File: config.mk
export PLATFORM = sky130hd
export DESIGN_NAME = srit_cell
export DESIGN_NICKNAME = d
export VERILOG_FILES = /design/src/rtl/srit_pkg.sv /design/src/rtl/srit_cell.sv
export SDC_FILE = /design/constraint.sdc
export NUM_CORES = 1
export LEC_CHECK = 0
export BUFFER_PORTS_ARGS = -buffer_cell sky130_fd_sc_hd__buf_2
export CORE_AREA = 5 5 514 516
export CTS_CLUSTER_DIAMETER = 120
export DETAILED_ROUTE_END_ITERATION = 10
export DIE_AREA = 0 0 519 521
export GPL_ROUTABILITY_DRIVEN = 0
export PLACE_DENSITY = 0.37
export SETUP_SLACK_MARGIN = 0.02
export SYNTH_ARGS = -nofsm -noshare
export SYNTH_HDL_FRONTEND = slang
export SYNTH_SLANG_ARGS = --single-unit
File: constraint.sdc
create_clock -name clk -period 8.92 [get_ports clk]
set_input_delay 0.446 -clock clk [delete_from_list [all_inputs] [get_ports clk]]
set_output_delay 0.446 -clock clk [all_outputs]
set_load 0.005 [all_outputs]
File: src/rtl/srit_pkg.sv
package srit_pkg;

  localparam int TABLE_DEPTH = 64;
  localparam int FILL_W      = $clog2(TABLE_DEPTH + 1);
  localparam int IDX_W       = $clog2(TABLE_DEPTH);
  localparam int KEY_BYTES   = 30;
  localparam int KEY_W       = KEY_BYTES * 8;
  localparam int CNT_W       = 24;

  localparam logic ACT_INSERT = 1'b0;
  localparam logic ACT_READ   = 1'b1;

  localparam logic [1:0] ST_INSERTED = 2'd0;
  localparam logic [1:0] ST_FULL     = 2'd1;
  localparam logic [1:0] ST_ENTRY    = 2'd2;
  localparam logic [1:0] ST_EMPTY    = 2'd3;

  typedef logic [KEY_W-1:0] key_t;
  typedef logic [CNT_W-1:0] cnt_t;

  typedef struct packed {
    key_t key;
    cnt_t cnt;
  } entry_t;

  typedef struct packed {
    logic insert;
    logic rotate;
  } cell_ctrl_t;

  typedef struct packed {
    logic        action;
    logic [63:0] key_word_0;
    logic [63:0] key_word_1;
    logic [63:0] key_word_2;
    logic [47:0] key_word_3;
    logic [3:0]  male_head;
    logic [3:0]  male_young;
    logic [3:0]  male_rest;
    logic [3:0]  female_head;
    logic [3:0]  female_young;
    logic [3:0]  female_rest;
  } in_item_t;

  typedef struct packed {
    logic [1:0]  status;
    logic [63:0] out_key_0;
    logic [63:0] out_key_1;
    logic [63:0] out_key_2;
    logic [47:0] out_key_3;
    logic [5:0]  male_total;
    logic [5:0]  female_total;
    logic        last;
  } out_item_t;

endpackage

File: src/rtl/srit_cell.sv
module srit_cell (
  input  logic                 clk,
  input  srit_pkg::cell_ctrl_t ctrl,
  input  srit_pkg::entry_t     new_entry,
  input  srit_pkg::entry_t     prev_entry,
  input  srit_pkg::entry_t     next_entry,
  input  srit_pkg::entry_t     head_entry,
  input  logic                 occupied,
  input  logic                 prev_less,
  input  logic                 is_tail,
  output logic                 less,
  output srit_pkg::entry_t     entry
);

  srit_pkg::entry_t entry_r;
  srit_pkg::entry_t entry_nxt;

  assign less  = occupied && (entry_r.key < new_entry.key);
  assign entry = entry_r;

  always_comb begin
    entry_nxt = entry_r;
    if (ctrl.insert && !less) begin
      entry_nxt = prev_less ? new_entry : prev_entry;
    end else if (ctrl.rotate) begin
      entry_nxt = is_tail ? head_entry : next_entry;
    end
  end

  always_ff @(posedge clk) begin
    entry_r <= entry_nxt;
  end

endmodule

==> results.json <==
{
  "postCtsSetupRepairBufs": 0,
  "status": "finished clean",
  "detail_route.wl_per_cell_um": 28.48,
  "cts_hold_buf": 0,
  "grt_antenna_before_repair": 245,
  "rsz0062_at_grt": "no",
  "dpl_cell_area_mm2": 0.03328,
  "synth_seq_cells": 264,
  "viasPerCell": 3.380,
  "finalWirelength_mm": 194.4,
  "grt_use_total": 0.1367,
  "finalSetupViolCount": 0,
  "hold_ws_ps": 148.4,
  "grt_max_degree": 89,
  "slew_violations": 0,
  "synth_top_area_share": 0.3487,
  "async_flop_share": 0,
  "yosys-top-cells-count": "mux2i_1, edfxtp_1, inv_1",
  "yosys_most_used_dff": "edfxtp_1",
  "dieArea_mm2": 0.2704,
  "synth_cell_types": 43,
  "ant_nets": 0,
  "largest_register_ffs": 264,
  "layout_min_cycle_time_ps": 5809,
  "grt_pass1_vias": 24074,
  "clk_pin_slew_ps": 60,
  "num_vias": 23075,
  "peakVddDrop_uv": 119.9,
  "p_per_area_mw_per_mm2": 158.3,
  "clock-sinks": 264,
  "multi_input_area_mm2": 0.01315,
  "clock-root-buffer": "clkbuf_16",
  "cts_resized": 0,
  "core-area_mm2": 0.2588,
  "yosys-top-cells-area": "edfxtp_1, mux2i_1, ha_1",
  "required_ps": 9180,
  "yosysWarnings": 0,
  "drt_first_pass_iters": 5,
  "place_hpwl_mm": 172.9,
  "fin_tns_setup_ps": 0,
  "die_height_um": 521,
  "htreeDepth": 2,
  "clkLatencyLatePin_ps": 670,
  "hold_class": "input port to register",
  "worstSetupStartpointType": "register",
  "cp_cell_sequence": "ha_1 > nand4_1 > nor4_1 > nand4_1 > a21oi_1 > nor4_2 > buf_4 > a21oi_2 > o31ai_4 > buf_4 > nand2b_4 > buf_12",
  "seq_area_mm2": 0.007928,
  "drc_errors": 0,
  "io_buffers": 1326,
  "grt_overflow_total": 0,
  "cpPeakStageDelay_ps": 720,
  "fin_crit_sh": 0.6512,
  "relSlewSlack": 0.3177,
  "drive_gt1_frac": 0.4271,
  "synth_edf_count": 264,
  "ys_seq_area_frac": 0.3487,
  "synth_area_leader_cell": "edfxtp_1",
  "syn_area_per_cell_um2": 11.26,
  "initial_core_util": 0.08786,
  "boundaryPins": 1327,
  "nFillCells": 29782,
  "tritoncts": "yes",
  "fin_area_mm2": 0.03494,
  "p_leak_nw": 17.83,
  "worst_slew_pin_slew_ps": 1024,
  "final_nets": 4636,
  "rows": 187,
  "grt_pass1_wl_mm": 245.9,
  "clock.fmax_ghz": 0.1722,
  "critPathSlowestCell": "nor4_1",
  "cp_max_fo": 88,
  "crit_arrival_ps": 6070,
  "synthCells": 2019,
  "crit_path_end_kind": "register",
  "first_iter_violations": 1374,
  "die_x_um": 519,
  "finClkSkew_ps": 50.71,
  "clock_path_buffers": 3,
  "hold_violations": 0,
  "synth_area_mm2": 0.02274,
  "yosysMostFrequentCell": "mux2i_1",
  "cap_violations": 0,
  "synth_fp_nets": 3320,
  "cts_buffers": 45,
  "finalCoreUtilization": 0.1350,
  "syn2layout_area_growth_pct": 53.69,
  "critPathKind": "register to register"
}
final timing paths:
kind / startpoint / to / slack, ps / depth (start not counted)
min: prev_entry[1] / entry[1]$_DFFE_PP_ / 150 / 3
min reg2reg: entry[239]$_DFFE_PP_ / entry[112]$_DFFE_PP_ / 1700 / 9
max reg2reg: entry[99]$_DFFE_PP_ / entry[40]$_DFFE_PP_ / 3110 / 12
max: entry[99]$_DFFE_PP_ / entry[40]$_DFFE_PP_ / 3110 / 12
critical path, delay by kind of cell, from the launching register on:
| kind | cells | cell delay (ps) |
|---|---|---|
| AND/OR/NAND/NOR | 5 | 2390 |
| adder cells (fa/ha/maj) | 1 | 510 |
| AO/OA/AOI/OAI | 3 | 840 |
| buffers and inverters | 3 | 840 |
| flip-flops | 1 | 410 |
layer usage:
metal	wire length, um	track usage	vias up
met1	70190	0.1462	10848
met2	94890	0.2434	1398
li1	-	-	10238
met5	843	0	-
met3	22080	0.06263	457
met4	6441	0.03491	134
through the flow:
stage               setup slack [ps]  instances  total power, W
floorplan                       2831       2019        0.002672
global placement                1847       6688        0.003653
detailed placement              2703       6690        0.003663
CTS                             2890       6771        0.005688
global route                    2850       6802        0.005853
finish                          3111       6826        0.005533
placed cells by master, fill, tap and decap left out, drive strengths merged, types with 21 or more instances in the layout:
cell and n:
edfxtp 264, a21oi 89, inv 254, buf 1358
nand4 50, nand2 63, mux2i 792, o21ai 34
nor2 23, clkbuf 50, nand3 21, ha 239
diode 55
final cells by class:
| cell class | count | area share |
|---|---|---|
| Inverter | 250 | 0.02685 |
| Clock buffer | 50 | 0.03398 |
| Antenna cell | 55 | 0.003939 |
| Tap cell | 3402 | 0.1218 |
| Multi-Input combinational cell | 1416 | 0.3762 |
| Sequential cell | 264 | 0.2269 |
| Timing Repair Buffer | 1358 | 0.2007 |
| Clock inverter | 31 | 0.009667 |
power by group:
group | switching (W) | internal, W
clock | 0.000786 | 0.00115
sequential | 0.000144 | 0.00164
combinational | 0.00104 | 0.000770
logic make-up (layout without fill, tap and decap cells):
kind of cell             after synthesis  after routing  share of synthesized area
adder cells (fa/ha/maj)              239            239                     0.1315
AND/OR/NAND/NOR                      197            197                    0.04419
AO/OA/AOI/OAI                        188            188                    0.05123
other                                  0             55                          0
multiplexers                         792            792                     0.3487
flip-flops                           264            264                     0.3487
buffers and inverters                339           1689                    0.07572
Power figures use the tool's default switching activity.
